$ cat config.mk
export PLATFORM = sky130hd
export DESIGN_NAME = infix_expression_evaluator
export DESIGN_NICKNAME = d
export VERILOG_FILES = /design/src/rtl/core/iee_pkg.sv /design/src/rtl/core/iee_front.sv /design/src/rtl/core/iee_queue.sv /design/src/rtl/core/iee_muldiv.sv /design/src/rtl/core/iee_back.sv /design/src/rtl/core/infix_expression_evaluator.sv
export SDC_FILE = /design/constraint.sdc
export NUM_CORES = 1
export LEC_CHECK = 0
export BUFFER_PORTS_ARGS = -buffer_cell sky130_fd_sc_hd__buf_2
export CAP_MARGIN = 20
export CELL_PAD_IN_SITES_DETAIL_PLACEMENT = 1
export CELL_PAD_IN_SITES_GLOBAL_PLACEMENT = 2
export CORE_ASPECT_RATIO = 0.6
export CORE_UTILIZATION = 45
export DETAILED_ROUTE_END_ITERATION = 8
export GPL_TIMING_DRIVEN = 0
export PLACE_DENSITY_LB_ADDON = 0.1
export SLEW_MARGIN = 30
export SYNTH_ARGS = -nofsm -noshare
export SYNTH_HDL_FRONTEND = slang
export SYNTH_HIERARCHICAL = 1
export SYNTH_SLANG_ARGS = --single-unit
$ cat constraint.sdc
create_clock -name clk_i -period 13.2 [get_ports clk_i]
set_input_delay 3.3 -clock clk_i [delete_from_list [all_inputs] [get_ports clk_i]]
set_output_delay 3.3 -clock clk_i [all_outputs]
set_load 0.05 [all_outputs]
$ cat src/rtl/core/iee_pkg.sv
// ----------------------------------------------------------------------------
// iee_pkg
// Shared types and character codes for the infix expression evaluator.
// ----------------------------------------------------------------------------
package iee_pkg;

  localparam logic [7:0] CH_SPACE = 8'h20;
  localparam logic [7:0] CH_ZERO  = 8'h30;
  localparam logic [7:0] CH_NINE  = 8'h39;
  localparam logic [7:0] CH_PLUS  = 8'h2B;
  localparam logic [7:0] CH_MINUS = 8'h2D;
  localparam logic [7:0] CH_STAR  = 8'h2A;
  localparam logic [7:0] CH_SLASH = 8'h2F;

  localparam int unsigned QUEUE_DEPTH = 4;
  localparam int unsigned QUEUE_PTR_W = $clog2(QUEUE_DEPTH);

  typedef enum logic [2:0] {
    TK_DIGIT,
    TK_MUL,
    TK_DIV,
    TK_ADD,
    TK_SUB,
    TK_END
  } tok_kind_e;

  typedef struct packed {
    tok_kind_e   kind;
    logic [3:0]  digit;
  } token_t;

  typedef struct packed {
    logic full;
    logic empty;
  } queue_status_t;

  typedef enum logic [1:0] {
    OP_NONE = 2'd0,
    OP_MUL  = 2'd1,
    OP_DIV  = 2'd2
  } term_op_e;

  typedef enum logic [1:0] {
    BK_IDLE,
    BK_CALC,
    BK_FINISH
  } back_state_e;

  typedef enum logic [1:0] {
    MD_IDLE,
    MD_MUL,
    MD_DIV,
    MD_FIX
  } md_state_e;

  typedef struct packed {
    logic start;
    logic is_div;
  } md_req_t;

  typedef struct packed {
    logic done;
    logic zero_div;
  } md_resp_t;

endpackage

$ cat src/rtl/core/iee_front.sv
// ----------------------------------------------------------------------------
// iee_front
// Accepts characters, drops spaces and registers one classified token.
// ----------------------------------------------------------------------------
module iee_front
  import iee_pkg::*;
(
  input  logic          clk_i,
  input  logic          rst_ni,
  input  logic          in_valid_i,
  output logic          in_stall_o,
  input  logic [7:0]    char_code_i,
  input  queue_status_t q_status_i,
  output logic          push_o,
  output token_t        push_tok_o
);

  logic   tok_valid_q, tok_valid_d;
  token_t tok_q;
  token_t tok_d;
  logic   accept;
  logic   is_space;

  assign in_stall_o = tok_valid_q && q_status_i.full;
  assign accept     = in_valid_i && !in_stall_o;
  assign push_o     = tok_valid_q && !q_status_i.full;
  assign push_tok_o = tok_q;
  assign is_space   = (char_code_i == CH_SPACE);

  always_comb begin
    tok_d.digit = 4'(char_code_i - CH_ZERO);
    if (char_code_i >= CH_ZERO && char_code_i <= CH_NINE) begin
      tok_d.kind = TK_DIGIT;
    end else if (char_code_i == CH_STAR) begin
      tok_d.kind = TK_MUL;
    end else if (char_code_i == CH_SLASH) begin
      tok_d.kind = TK_DIV;
    end else if (char_code_i == CH_PLUS) begin
      tok_d.kind = TK_ADD;
    end else if (char_code_i == CH_MINUS) begin
      tok_d.kind = TK_SUB;
    end else begin
      tok_d.kind = TK_END;
    end
  end

  assign tok_valid_d = (tok_valid_q && !push_o) || (accept && !is_space);

  always_ff @(posedge clk_i or negedge rst_ni) begin
    if (!rst_ni) begin
      tok_valid_q <= 1'b0;
    end else begin
      tok_valid_q <= tok_valid_d;
    end
  end

  always_ff @(posedge clk_i) begin
    if (accept) begin
      tok_q <= tok_d;
    end
  end

endmodule

$ cat src/rtl/core/iee_queue.sv
// ----------------------------------------------------------------------------
// iee_queue
// Small token queue between the front and the back.
// ----------------------------------------------------------------------------
module iee_queue
  import iee_pkg::*;
(
  input  logic          clk_i,
  input  logic          rst_ni,
  input  logic          push_i,
  input  token_t        push_tok_i,
  input  logic          pop_i,
  output token_t        pop_tok_o,
  output queue_status_t status_o
);

  token_t                 mem_q [QUEUE_DEPTH];
  logic [QUEUE_PTR_W-1:0] wr_ptr_q, wr_ptr_d;
  logic [QUEUE_PTR_W-1:0] rd_ptr_q, rd_ptr_d;
  logic [QUEUE_PTR_W:0]   count_q, count_d;

  assign status_o.full  = (count_q == (QUEUE_PTR_W+1)'(QUEUE_DEPTH));
  assign status_o.empty = (count_q == '0);
  assign pop_tok_o      = mem_q[rd_ptr_q];

  always_comb begin
    wr_ptr_d = push_i ? wr_ptr_q + 1'b1 : wr_ptr_q;
    rd_ptr_d = pop_i ? rd_ptr_q + 1'b1 : rd_ptr_q;
    count_d  = count_q;
    if (push_i && !pop_i) begin
      count_d = count_q + 1'b1;
    end else if (pop_i && !push_i) begin
      count_d = count_q - 1'b1;
    end
  end

  always_ff @(posedge clk_i or negedge rst_ni) begin
    if (!rst_ni) begin
      wr_ptr_q <= '0;
      rd_ptr_q <= '0;
      count_q  <= '0;
    end else begin
      wr_ptr_q <= wr_ptr_d;
      rd_ptr_q <= rd_ptr_d;
      count_q  <= count_d;
    end
  end

  always_ff @(posedge clk_i) begin
    if (push_i) begin
      mem_q[wr_ptr_q] <= push_tok_i;
    end
  end

endmodule

$ cat src/rtl/core/iee_muldiv.sv
// ----------------------------------------------------------------------------
// iee_muldiv
// Shared bit-serial unit: wrapping multiply and truncating signed divide.
// ----------------------------------------------------------------------------
module iee_muldiv
  import iee_pkg::*;
#(
  parameter int unsigned WORD_BITS = 32
) (
  input  logic                 clk_i,
  input  logic                 rst_ni,
  input  md_req_t              req_i,
  input  logic [WORD_BITS-1:0] a_i,
  input  logic [WORD_BITS-1:0] b_i,
  output md_resp_t             resp_o,
  output logic [WORD_BITS-1:0] result_o
);

  localparam int unsigned CNT_W = $clog2(WORD_BITS);

  md_state_e            state_q, state_d;
  logic [WORD_BITS-1:0] a_q, a_d;
  logic [WORD_BITS-1:0] b_q, b_d;
  logic [WORD_BITS-1:0] acc_q, acc_d;
  logic [CNT_W-1:0]     cnt_q, cnt_d;
  logic                 neg_q, neg_d;
  logic                 done_q, done_d;
  logic                 zero_q, zero_d;
  logic [WORD_BITS-1:0] res_q, res_d;
  logic [WORD_BITS-1:0] mul_sum;
  logic [WORD_BITS:0]   trial;
  logic [WORD_BITS-1:0] abs_a, abs_b;

  assign resp_o.done     = done_q;
  assign resp_o.zero_div = zero_q;
  assign result_o        = res_q;

  assign abs_a   = a_i[WORD_BITS-1] ? '0 - a_i : a_i;
  assign abs_b   = b_i[WORD_BITS-1] ? '0 - b_i : b_i;
  assign mul_sum = acc_q + (b_q[0] ? a_q : '0);
  assign trial   = {acc_q, a_q[WORD_BITS-1]} - {1'b0, b_q};

  always_comb begin
    state_d = state_q;
    case (state_q)
      MD_IDLE: begin
        if (req_i.start) begin
          if (!req_i.is_div) begin
            state_d = MD_MUL;
          end else if (b_i != '0) begin
            state_d = MD_DIV;
          end
        end
      end
      MD_MUL: begin
        if (cnt_q == '0) begin
          state_d = MD_IDLE;
        end
      end
      MD_DIV: begin
        if (cnt_q == '0) begin
          state_d = MD_FIX;
        end
      end
      MD_FIX:  state_d = MD_IDLE;
      default: state_d = MD_IDLE;
    endcase
  end

  always_comb begin
    a_d    = a_q;
    b_d    = b_q;
    acc_d  = acc_q;
    cnt_d  = cnt_q;
    neg_d  = neg_q;
    res_d  = res_q;
    done_d = 1'b0;
    zero_d = zero_q;
    case (state_q)
      MD_IDLE: begin
        if (req_i.start) begin
          acc_d  = '0;
          cnt_d  = CNT_W'(WORD_BITS - 1);
          zero_d = 1'b0;
          if (!req_i.is_div) begin
            a_d = a_i;
            b_d = b_i;
          end else if (b_i == '0) begin
            res_d  = '0;
            zero_d = 1'b1;
            done_d = 1'b1;
          end else begin
            a_d   = abs_a;
            b_d   = abs_b;
            neg_d = a_i[WORD_BITS-1] ^ b_i[WORD_BITS-1];
          end
        end
      end
      MD_MUL: begin
        acc_d = mul_sum;
        a_d   = a_q << 1;
        b_d   = b_q >> 1;
        cnt_d = cnt_q - 1'b1;
        if (cnt_q == '0) begin
          res_d  = mul_sum;
          done_d = 1'b1;
        end
      end
      MD_DIV: begin
        if (!trial[WORD_BITS]) begin
          acc_d = trial[WORD_BITS-1:0];
        end else begin
          acc_d = {acc_q[WORD_BITS-2:0], a_q[WORD_BITS-1]};
        end
        a_d   = {a_q[WORD_BITS-2:0], !trial[WORD_BITS]};
        cnt_d = cnt_q - 1'b1;
      end
      MD_FIX: begin
        res_d  = neg_q ? '0 - a_q : a_q;
        done_d = 1'b1;
      end
      default: begin
        done_d = 1'b0;
      end
    endcase
  end

  always_ff @(posedge clk_i or negedge rst_ni) begin
    if (!rst_ni) begin
      state_q <= MD_IDLE;
      done_q  <= 1'b0;
    end else begin
      state_q <= state_d;
      done_q  <= done_d;
    end
  end

  always_ff @(posedge clk_i) begin
    a_q    <= a_d;
    b_q    <= b_d;
    acc_q  <= acc_d;
    cnt_q  <= cnt_d;
    neg_q  <= neg_d;
    res_q  <= res_d;
    zero_q <= zero_d;
  end

endmodule

$ cat src/rtl/core/iee_back.sv
// ----------------------------------------------------------------------------
// iee_back
// Executes tokens: builds numbers, folds terms and sums, emits results.
// ----------------------------------------------------------------------------
module iee_back
  import iee_pkg::*;
#(
  parameter int unsigned WORD_BITS = 32
) (
  input  logic                 clk_i,
  input  logic                 rst_ni,
  input  queue_status_t        q_status_i,
  input  token_t               pop_tok_i,
  output logic                 pop_o,
  output md_req_t              md_req_o,
  output logic [WORD_BITS-1:0] md_a_o,
  output logic [WORD_BITS-1:0] md_b_o,
  input  md_resp_t             md_resp_i,
  input  logic [WORD_BITS-1:0] md_result_i,
  output logic                 out_valid_o,
  input  logic                 out_stall_i,
  output logic signed [31:0]   value_o,
  output logic                 div_by_zero_o
);

  back_state_e          state_q, state_d;
  tok_kind_e            kind_q, kind_d;
  logic [WORD_BITS-1:0] num_q, num_d;
  logic [WORD_BITS-1:0] term_q, term_d;
  term_op_e             pend_q, pend_d;
  logic [WORD_BITS-1:0] sum_q, sum_d;
  logic                 minus_q, minus_d;
  logic                 dbz_q, dbz_d;
  logic                 out_valid_q, out_valid_d;
  logic signed [31:0]   out_value_q, out_value_d;
  logic                 out_dbz_q, out_dbz_d;
  logic                 out_free;
  logic                 emit;
  logic [WORD_BITS-1:0] sum_res;
  logic [WORD_BITS-1:0] num_x10;

  assign out_free      = !out_valid_q || !out_stall_i;
  assign pop_o         = (state_q == BK_IDLE) && !q_status_i.empty;
  assign emit          = (state_q == BK_FINISH) && (kind_q == TK_END) && out_free;
  assign sum_res       = minus_q ? sum_q - term_q : sum_q + term_q;
  assign num_x10       = (num_q << 3) + (num_q << 1);
  assign md_req_o.start  = pop_o && (pop_tok_i.kind != TK_DIGIT) && (pend_q != OP_NONE);
  assign md_req_o.is_div = (pend_q == OP_DIV);
  assign md_a_o        = term_q;
  assign md_b_o        = num_q;
  assign out_valid_o   = out_valid_q;
  assign value_o       = out_value_q;
  assign div_by_zero_o = out_dbz_q;

  always_comb begin
    state_d = state_q;
    case (state_q)
      BK_IDLE: begin
        if (pop_o && pop_tok_i.kind != TK_DIGIT) begin
          state_d = (pend_q != OP_NONE) ? BK_CALC : BK_FINISH;
        end
      end
      BK_CALC: begin
        if (md_resp_i.done) begin
          state_d = BK_FINISH;
        end
      end
      BK_FINISH: begin
        if (kind_q != TK_END || out_free) begin
          state_d = BK_IDLE;
        end
      end
      default: state_d = BK_IDLE;
    endcase
  end

  always_comb begin
    kind_d      = kind_q;
    num_d       = num_q;
    term_d      = term_q;
    pend_d      = pend_q;
    sum_d       = sum_q;
    minus_d     = minus_q;
    dbz_d       = dbz_q;
    out_valid_d = out_valid_q && out_stall_i;
    out_value_d = out_value_q;
    out_dbz_d   = out_dbz_q;
    case (state_q)
      BK_IDLE: begin
        if (pop_o) begin
          if (pop_tok_i.kind == TK_DIGIT) begin
            num_d = num_x10 + WORD_BITS'(pop_tok_i.digit);
          end else begin
            kind_d = pop_tok_i.kind;
            if (pend_q == OP_NONE) begin
              term_d = num_q;
            end
          end
        end
      end
      BK_CALC: begin
        if (md_resp_i.done) begin
          term_d = md_result_i;
          dbz_d  = dbz_q || md_resp_i.zero_div;
        end
      end
      BK_FINISH: begin
        case (kind_q)
          TK_MUL, TK_DIV: begin
            num_d  = '0;
            pend_d = (kind_q == TK_MUL) ? OP_MUL : OP_DIV;
          end
          TK_ADD, TK_SUB: begin
            num_d   = '0;
            pend_d  = OP_NONE;
            sum_d   = sum_res;
            term_d  = '0;
            minus_d = (kind_q == TK_SUB);
          end
          default: begin
            if (emit) begin
              num_d       = '0;
              term_d      = '0;
              pend_d      = OP_NONE;
              sum_d       = '0;
              minus_d     = 1'b0;
              dbz_d       = 1'b0;
              out_valid_d = 1'b1;
              out_value_d = 32'($signed(sum_res));
              out_dbz_d   = dbz_q;
            end
          end
        endcase
      end
      default: begin
        kind_d = kind_q;
      end
    endcase
  end

  always_ff @(posedge clk_i or negedge rst_ni) begin
    if (!rst_ni) begin
      state_q     <= BK_IDLE;
      kind_q      <= TK_END;
      num_q       <= '0;
      term_q      <= '0;
      pend_q      <= OP_NONE;
      sum_q       <= '0;
      minus_q     <= 1'b0;
      dbz_q       <= 1'b0;
      out_valid_q <= 1'b0;
    end else begin
      state_q     <= state_d;
      kind_q      <= kind_d;
      num_q       <= num_d;
      term_q      <= term_d;
      pend_q      <= pend_d;
      sum_q       <= sum_d;
      minus_q     <= minus_d;
      dbz_q       <= dbz_d;
      out_valid_q <= out_valid_d;
    end
  end

  always_ff @(posedge clk_i) begin
    out_value_q <= out_value_d;
    out_dbz_q   <= out_dbz_d;
  end

endmodule

$ cat src/rtl/core/infix_expression_evaluator.sv
// ----------------------------------------------------------------------------
// infix_expression_evaluator
// Streaming integer infix evaluator with two precedence levels.
//
// Input channel: one ASCII character per request on char_code_i, taken when
// in_valid_i is high and in_stall_o is low. Spaces are dropped, digits build
// a number, * and / fold into a term, + and - fold terms into a sum; any
// other character ends the expression and produces one result request on
// value_o and div_by_zero_o (out_valid_o / out_stall_i).
// The back end pops no new token until it is done with the last. A digit is
// taken straight from the queue; any other character passes through a finish
// step, and one that closes a number after * or / first waits in a calc step
// for the shared multiply/divide unit, making one product or quotient bit
// per cycle, or ending without iterating for a zero divisor. A four-entry
// token queue lets the front keep taking characters while the back end
// computes.
// Reset clears the back end's accumulators, the queue and the output valid
// flag. While out_stall_i holds a result, the back end stops at the next
// terminator and the queue and front then fill up and raise in_stall_o.
// ----------------------------------------------------------------------------
module infix_expression_evaluator
  import iee_pkg::*;
#(
  parameter int unsigned WORD_BITS = 32
) (
  input  logic               clk_i,
  input  logic               rst_ni,
  input  logic               in_valid_i,
  output logic               in_stall_o,
  input  logic [7:0]         char_code_i,
  output logic               out_valid_o,
  input  logic               out_stall_i,
  output logic signed [31:0] value_o,
  output logic               div_by_zero_o
);

  queue_status_t        q_status;
  logic                 push;
  token_t               push_tok;
  logic                 pop;
  token_t               pop_tok;
  md_req_t              md_req;
  md_resp_t             md_resp;
  logic [WORD_BITS-1:0] md_a;
  logic [WORD_BITS-1:0] md_b;
  logic [WORD_BITS-1:0] md_result;

  iee_front u_front (
    .clk_i       (clk_i),
    .rst_ni      (rst_ni),
    .in_valid_i  (in_valid_i),
    .in_stall_o  (in_stall_o),
    .char_code_i (char_code_i),
    .q_status_i  (q_status),
    .push_o      (push),
    .push_tok_o  (push_tok)
  );

  iee_queue u_queue (
    .clk_i      (clk_i),
    .rst_ni     (rst_ni),
    .push_i     (push),
    .push_tok_i (push_tok),
    .pop_i      (pop),
    .pop_tok_o  (pop_tok),
    .status_o   (q_status)
  );

  iee_muldiv #(
    .WORD_BITS (WORD_BITS)
  ) u_muldiv (
    .clk_i    (clk_i),
    .rst_ni   (rst_ni),
    .req_i    (md_req),
    .a_i      (md_a),
    .b_i      (md_b),
    .resp_o   (md_resp),
    .result_o (md_result)
  );

  iee_back #(
    .WORD_BITS (WORD_BITS)
  ) u_back (
    .clk_i         (clk_i),
    .rst_ni        (rst_ni),
    .q_status_i    (q_status),
    .pop_tok_i     (pop_tok),
    .pop_o         (pop),
    .md_req_o      (md_req),
    .md_a_o        (md_a),
    .md_b_o        (md_b),
    .md_resp_i     (md_resp),
    .md_result_i   (md_result),
    .out_valid_o   (out_valid_o),
    .out_stall_i   (out_stall_i),
    .value_o       (value_o),
    .div_by_zero_o (div_by_zero_o)
  );

endmodule

==> results of run 1 <==
final timing paths:
path | endpoint
worst max register to register | u_back/sum_q[30]
worst min-delay path | u_back/div_by_zero_o
worst min register to register | u_back/div_by_zero_o
max in group asynchronous | u_back/md_a_o[30]
min in group asynchronous | u_back/md_b_o[7]
worst max-delay path | u_back/sum_q[30]
through the flow:
stage / hold slack, ps / std cells
floorplan: 424.9 / 2541
global placement: 468.2 / 3280
detailed placement: 487.2 / 3287
CTS: 504.6 / 3353
global route: 519.0 / 3353
finish: 503.6 / 3356
worst register-to-register path, delay by kind of cell (launching register included):
| kind | cells | cell delay, ps |
|---|---|---|
| simple gates | 7 | 2080 |
| flops | 1 | 490 |
| buf+inv | 1 | 170 |
| compound gates | 4 | 1440 |
| fa+ha+maj | 1 | 310 |
| xor+xnor | 1 | 350 |
| mux | 1 | 370 |
cell families after synthesis:
group / after synthesis / synth area share
compound gates: 775 / 0.2102
xor+xnor: 233 / 0.08775
buf+inv: 253 / 0.04382
flops: 320 / 0.3832
fa+ha+maj: 178 / 0.09646
mux: 44 / 0.02353
simple gates: 738 / 0.1550
flip-flops by register name, summed over array words and instances, names as in the netlist, 3 cells and up:
register / flops
u_back/md_a_o: 32
u_back/md_b_o: 32
u_back/sum_q: 32
u_back/value_o: 32
u_muldiv/a_q: 32
u_muldiv/acc_q: 32
u_muldiv/b_q: 32
u_muldiv/result_o: 32
u_queue/mem_q: 28
u_front/push_tok_o: 7
u_muldiv/cnt_q: 5
u_back/kind_q: 3
u_queue/count_q: 3
cell usage after synthesis (27+ instances only):
cell and instances:
o31ai_1 27, dfrtp_1 115, nand4_1 30, a31oi_1 28
nand2_1 282, a21oi_1 214, nor3_1 41, xnor2_1 140
and2_1 56, a21o_1 63, a221oi_1 37, o21ai_0 199
ha_1 172, nand3_1 50, a22o_1 33, nor2_1 126
clkbuf_1 91, edfxtp_1 203, xor2_1 91, inv_1 131
final cells by class:
cell class,count,area share
Antenna cell,3,0.0002880
Buffer,121,0.02059
Clock buffer,41,0.03566
Clock inverter,25,0.009935
Inverter,132,0.01901
Multi-Input combinational cell,1968,0.5199
Sequential cell,320,0.3462
Tap cell,693,0.03326
Timing Repair Buffer,53,0.01507
per-layer routing:
metal	wire (µm)	GRT usage	vias to the layer above
met5	0	0	-
met4	1013	0.05241	0
met3	8358	0.1031	66
met2	32410	0.4287	602
met1	41670	0.4716	10271
li1	-	-	9531
==> PnR_summary.wiki, run 1 <==
{| class="wikitable"
! Metric !! Value
|-
| Status || finished clean
|-
| Most common library cell in the layout ignoring fill and taps || nand2_1
|-
| Commonest cells after routing, fill and taps aside || nand2_1 (281), a21oi_1 (213), edfxtp_1 (203)
|-
| Pre-CTS setup slack || 7710 ps
|-
| Setup WS post-layout || 7884 ps
|-
| Startpoint type of the worst setup path || flop
|-
| Hold buffer count at CTS || 0
|-
| Area overhead of the layout relative to synthesis || 10.67%
|-
| Worst setup EP type || flop
|-
| Largest buffer count on any clock path || 3
|-
| Total buffers and inverters traversed by the critical path || 1
|-
| Cell count after synthesis || 2541
|-
| Cell type contributing the most total cell area after synthesis || edfxtp_1
|-
| Most used DFF post-synth || edfxtp_1
|-
| Number of inserted filler cells in the final layout || 5876
|-
| Post-synthesis cell type count || 96
|-
| Library cell contributing the largest single delay on the critical path || nor4_1
|-
| Wire length of the first global-routing pass || about 130 mm
|-
| Vias in the first global route || 20471
|-
| Width of the die || 297.4 µm
|-
| Transition at the pin with the smallest max-transition slack || between 1000 and 1500 ps
|-
| Total standard cell area after synthesis || 0.02356 mm²
|-
| Post-CTS setup-driven buffer insertion count || 0
|-
| Core Area || between 0.05 and 0.06 mm²
|-
| Via count of the routed design || 20470
|-
| Clock latency at the later pin of the worst-skew pair || 560 ps
|-
| Area after DPL || 0.02487 mm²
|-
| Total stage count of the critical path || 15
|-
| Overall Global Routing Usage || 0.3121
|-
| Post-route standard cell area excluding fillers || 0.02607 mm²
|-
| Detail-routed via count per cell || between 6 and 7
|-
| Worst-path fanout max || 8
|-
| Post-route ant nets || 0
|-
| Final-layout setup total negative slack || 0 ps
|-
| H-Tree Level Count || 2
|-
| Shortest period the worst path allows || 5316 ps
|-
| Slew Viols, Final || 0
|-
| Starting DRC count in detailed routing || between 1500 and 2000
|-
| Mean instance size in the synthesized netlist || 9.271 µm²
|-
| CTS tree || yes
|-
| Setup repair after global routing missed its margin || false
|-
| Critical Path Source || u_back/md_a_o[6]
|-
| Origin of the worst min-delay path || u_back/dbz_q
|-
| Share of the core filled with cells || 0.5079
|-
| Hold Path Class || flop to flop
|-
| Overall die height || 179.2 µm
|-
| Number of detailed-route iterations in the first pass || 5
|-
| Area share of the largest cell type after synthesis || 0.2588
|-
| Antenna violations before repair || 5
|-
| Library cell used as clock root buffer || clkbuf_16
|-
| Post-synth EDFFs || between 200 and 250
|-
| Number of clock buffers inserted by TritonCTS || 36
|-
| GPL Wtd Cong || 0.9448
|-
| Proportion of register bits with asynchronous set or reset after synthesis || 0.3656
|-
| Setup slack of the worst register-to-register path || 7880 ps
|-
| Max-slew headroom || 0.3125
|-
| Hold Path Depth || 0
|-
| Number of clock sinks || 320
|-
| R2R cell count || 15
|-
| Total of flip-flops plus latches after synthesis || 320
|-
| Launch instance of the worst register-to-register path || u_back/md_a_o[6]
|-
| Effective utilization at floorplan || 0.4589
|-
| CP top delay family || simple AND/OR/NAND/NOR gates
|-
| Maximum number of pins on one net before global-route repair || 67
|-
| Count of input and output buffers || 46
|-
| Total Die Area || about 0.053 mm²
|-
| Fraction of layout instances using a drive strength above 1 || 0.07368
|-
| Endpoint arrival time on the critical path || about 5800 ps
|-
| Crit Path Category || flop to flop
|-
| Period utilization || 0.4027
|-
| Number of max-cap violations || 0
|-
| IO Count || 47
|-
| Max stage delay on crit path || about 630 ps
|-
| Final hold viol count || 0
|-
| Estimated wirelength of the detail-placed design || 66.55 mm
|-
| Clock slew seen by the registers of the worst setup and hold paths || 70 ps
|-
| Nets in the synthesized netlist || 2731
|-
| Critical-path cell list || nor4_1 -> nand3_1 -> nor2b_1 -> nand2_1 -> nor3_1 -> nor2_1 -> xnor2_1 -> ha_1 -> buf_2 -> and3_1 -> a311oi_1 -> o211ai_2 -> o21ai_1 -> mux2_1 -> a221o_1
|-
| Share of the yosys chip area belonging to registers || 0.3832
|-
| Synth Warn # || 6
|-
| Multi-input gate area || 0.01355 mm²
|-
| Post-CTS Resized || 0
|-
| Remaining DRCs || 0
|-
| Combined flip-flop and latch cell area || 0.009026 mm²
|-
| Number of placement rows || 64
|-
| Worst endpoint required time || 13630 ps
|-
| Cells taking the most area after synthesis || edfxtp_1 (26%), dfrtp_1 (12%), ha_1 (9.1%)
|-
| Worst clock skew || 23.67 ps
|-
| Number of failing setup endpoints in the final timing report || 0
|-
| Final routed wire length divided by cell count || 24.87 µm
|-
| Wire length reported by the detailed router || between 80 and 90 mm
|-
| Total overflow reported by the global router || 0
|-
| Post-layout nets || 2822
|-
| Highest Clock Rate || around 0.19 GHz
|}
Power of run 1 is left out: the tool's default activity adds up to more than one toggle a clock period on the data nets, which glitch-free logic cannot reach.
==> run 2: changes to the inputs <==
--- a/config.mk
+++ b/config.mk
@@ -5,12 +5,13 @@
 export SDC_FILE = /design/constraint.sdc
 export NUM_CORES = 1
 export LEC_CHECK = 0
+export ABC_AREA = 1
 export BUFFER_PORTS_ARGS = -buffer_cell sky130_fd_sc_hd__buf_2
 export CAP_MARGIN = 20
 export CELL_PAD_IN_SITES_DETAIL_PLACEMENT = 1
 export CELL_PAD_IN_SITES_GLOBAL_PLACEMENT = 2
 export CORE_ASPECT_RATIO = 0.6
-export CORE_UTILIZATION = 45
+export CORE_UTILIZATION = 34
 export DETAILED_ROUTE_END_ITERATION = 8
 export GPL_TIMING_DRIVEN = 0
 export PLACE_DENSITY_LB_ADDON = 0.1
==> constraint.sdc (replaced) <==
create_clock -name clk_i -period 4.8 [get_ports clk_i]
set_input_delay 1.2 -clock clk_i [delete_from_list [all_inputs] [get_ports clk_i]]
set_output_delay 1.2 -clock clk_i [all_outputs]
set_load 0.05 [all_outputs]
==> PnR_summary.wiki, run 2 <==
{| class="wikitable"
! Metric !! Value
|-
| Endpoint arrival time on the critical path || 4680 ps (-1070 ps)
|-
| Worst setup EP type || flop
|-
| Shortest period the worst path allows || 4488 ps (-827.9 ps)
|-
| IO Count || 47 (unchanged)
|-
| Post-route ant nets || 0 (unchanged)
|-
| Detail-routed via count per cell || 5.247 (-14%)
|-
| Total standard cell area after synthesis || 0.02718 mm² (+15%)
|-
| Overall die height || 221.0 µm (+23%)
|-
| Transition at the pin with the smallest max-transition slack || 941.8 ps (-89.48 ps)
|-
| Most common library cell in the layout ignoring fill and taps || nand2_1
|-
| Clock latency at the later pin of the worst-skew pair || 600 ps (+40 ps)
|-
| Hold Path Class || flop to flop
|-
| Startpoint type of the worst setup path || flop
|-
| Setup repair after global routing missed its margin || false
|-
| Number of inserted filler cells in the final layout || 10119 (+72%)
|-
| Number of detailed-route iterations in the first pass || 5 (unchanged)
|-
| Remaining DRCs || 0 (unchanged)
|-
| Worst clock skew || 24.96 ps (+1.289 ps)
|-
| Clock slew seen by the registers of the worst setup and hold paths || 70 ps (about the same)
|-
| Number of failing setup endpoints in the final timing report || 0 (unchanged)
|-
| Period utilization || 0.9350 (+0.5323)
|-
| Area overhead of the layout relative to synthesis || 11.30%
|-
| Pre-CTS setup slack || 392.2 ps (-7317 ps)
|-
| Number of clock sinks || 320 (unchanged)
|-
| Total overflow reported by the global router || 0 (unchanged)
|-
| Estimated wirelength of the detail-placed design || 98.00 mm (+47%)
|-
| Via count of the routed design || 27011 (+32%)
|-
| Post-synth EDFFs || 203 (unchanged)
|-
| Final-layout setup total negative slack || 0 ps (unchanged)
|-
| Wire length of the first global-routing pass || 171.7 mm (+36%)
|-
| Share of the yosys chip area belonging to registers || 0.3320 (-0.05113)
|-
| Number of placement rows || 79 (+23%)
|-
| Most instantiated library cell after synthesis || nand2_1
|-
| Vias in the first global route || 25533 (+25%)
|-
| Number of max-cap violations || 0 (unchanged)
|-
| Nets in the synthesized netlist || 4160 (+52%)
|-
| Wire length reported by the detailed router || 116.8 mm (+40%)
|-
| Number of clock buffers inserted by TritonCTS || 37 (+2.8%)
|-
| Total of flip-flops plus latches after synthesis || 320 (unchanged)
|-
| GPL Wtd Cong || 0.9056 (-4.1%)
|-
| Multi-input gate area || 0.01526 mm² (+13%)
|-
| Highest Clock Rate || 0.2228 GHz (+18%)
|-
| Synth Warn # || 6 (unchanged)
|-
| H-Tree Level Count || 2 (unchanged)
|-
| Proportion of register bits with asynchronous set or reset after synthesis || 0.3656 (unchanged)
|-
| Fraction of layout instances using a drive strength above 1 || 0.07596 (+0.002281)
|-
| Commonest cells after routing, fill and taps aside || nand2_1 (1182), inv_1 (630), nor2_1 (324)
|-
| Cell count after synthesis || 3970 (+56%)
|-
| Combined flip-flop and latch cell area || 0.009026 mm² (unchanged)
|-
| Mean instance size in the synthesized netlist || 6.847 µm² (-26%)
|-
| Crit Path Category || flop to flop
|-
| Cell type contributing the most total cell area after synthesis || edfxtp_1
|-
| Status || finished clean
|-
| Worst endpoint required time || 4990 ps (-8640 ps)
|-
| Setup WS post-layout || 311.9 ps (-7572 ps)
|-
| Most used DFF post-synth || edfxtp_1
|-
| Total Die Area || 0.08113 mm² (+52%)
|-
| Core Area || 0.07829 mm² (+53%)
|-
| Width of the die || 367.0 µm (+23%)
|-
| Maximum number of pins on one net before global-route repair || 68 (+1.5%)
|-
| CTS tree || yes
|-
| Most frequent cells after synthesis || nand2_1 (1182), inv_1 (631), nor2_1 (324)
|-
| Count of input and output buffers || 46 (unchanged)
|-
| Final hold viol count || 0 (unchanged)
|-
| Hold buffer count at CTS || 0 (unchanged)
|-
| Post-layout nets || 4256 (+51%)
|-
| Overall Global Routing Usage || 0.2836 (-0.02850)
|-
| Slew Viols, Final || 0 (unchanged)
|-
| Max-slew headroom || 0.3721 (+0.05965)
|-
| Post-synthesis cell type count || 63 (-34%)
|-
| Area share of the largest cell type after synthesis || 0.2242 (-0.03453)
|-
| Antenna violations before repair || 4 (-1)
|-
| Final routed wire length divided by cell count || 22.69 µm (-8.8%)
|-
| Worst-path fanout max || 10 (+2)
|-
| Library cell used as clock root buffer || clkbuf_16
|-
| Post-CTS setup-driven buffer insertion count || 0 (unchanged)
|-
| Cells taking the most area after synthesis || edfxtp_1 (22%), nand2_1 (16%), dfrtp_1 (11%)
|-
| Largest buffer count on any clock path || 3 (unchanged)
|-
| Effective utilization at floorplan || 0.3472 (-0.1117)
|-
| Starting DRC count in detailed routing || 2654 (+57%)
|}
## run 2: cell types whose count changed after synthesis, sizes merged, moves of 31 or more
cell,change
a22o,-31
inv,+519
nand3,+280
a21o,-51
o21ai,+35
nor2,+232
xor2,-42
xnor2,-117
a221oi,-37
nand2,+931
and2,-32
nand3b,+31
clkbuf,-45
## run 2: final timing paths
kind | start | to | slack (ps) | cells past startpoint
hold reg to reg | u_back/sum_q[19] | u_back/sum_q[19] | 490 | 2
max in group asynchronous | rst_ni | u_back/kind_q[2] | 3450 | 2
setup reg to reg | u_muldiv/b_q[0] | u_muldiv/result_o[14] | 310 | 16
min in group asynchronous | rst_ni | u_back/sum_q[24] | 540 | 1
hold / removal | u_back/sum_q[19] | u_back/sum_q[19] | 490 | 2
setup / recovery | u_muldiv/b_q[0] | u_muldiv/result_o[14] | 310 | 16
## run 2: kinds of logic (layout without fill, tap and decap cells)
kind of cell	count (synthesis)	in the layout	synth area share
AO/OA/AOI/OAI	561	561	0.1166
AND/OR/NAND/NOR	2094	2094	0.3360
XOR/XNOR	74	74	0.02384
buffers and inverters	743	867	0.1079
adder cells (fa/ha/maj)	178	178	0.08359
other	0	1	0
flip-flops	320	320	0.3320
## run 2: repair_timing
action | in CTS | in global routing
gates resized for setup | 0 | 2
endpoints found under the setup margin | 0 | 2
endpoints found under the hold margin | 0 | 0
## run 2: cell type report
type,instances,share of cell area
antenna,1,0.00008271
clock inverter,18,0.007486
inverter,657,0.08156
tap,1053,0.04355
timing repair buffer,57,0.01489
clock buffer,49,0.03408
buffer,86,0.01555
sequential,320,0.2983
multi-input combinational,2907,0.5045
## run 2: through the flow
step           cells    util  hold slack [ps]  area (µm²)
2_1_floorplan   3970       -            425.6       27180
3_3_place_gp    5069  0.3670            473.3       28730
3_5_place_dp    5080  0.3703            484.5       28990
4_1_cts         5147  0.3864            499.0       30250
5_1_grt         5147  0.3864            508.5       30250
6_report        5148  0.3865            489.6       30250
## run 2: critical path: stages (launching register included)
cell      delay, ps
edfxtp_1        630
clkbuf_2        360
nand2_1          90
inv_1            60
ha_1            180
inv_1            60
fa_1            400
inv_1           180
nand2_1         140
o21ai_0         470
nand2_1         100
nand2_1         190
nand3_1         100
nand2_1         160
a21oi_1          80
o21ai_0         350
o21ai_0         520
## run 2: routing by layer
layer | share of wire | up-vias | global-route usage
li1 | - | 13034 | -
met1 | 0.56 | 13094 | 0.4945
met2 | 0.34 | 817 | 0.3256
met3 | 0.098 | 64 | 0.08017
met4 | 0.0081 | 2 | 0.03239
met5 | 0.000068 | - | 0
Power of run 2 is left out for the same reason.
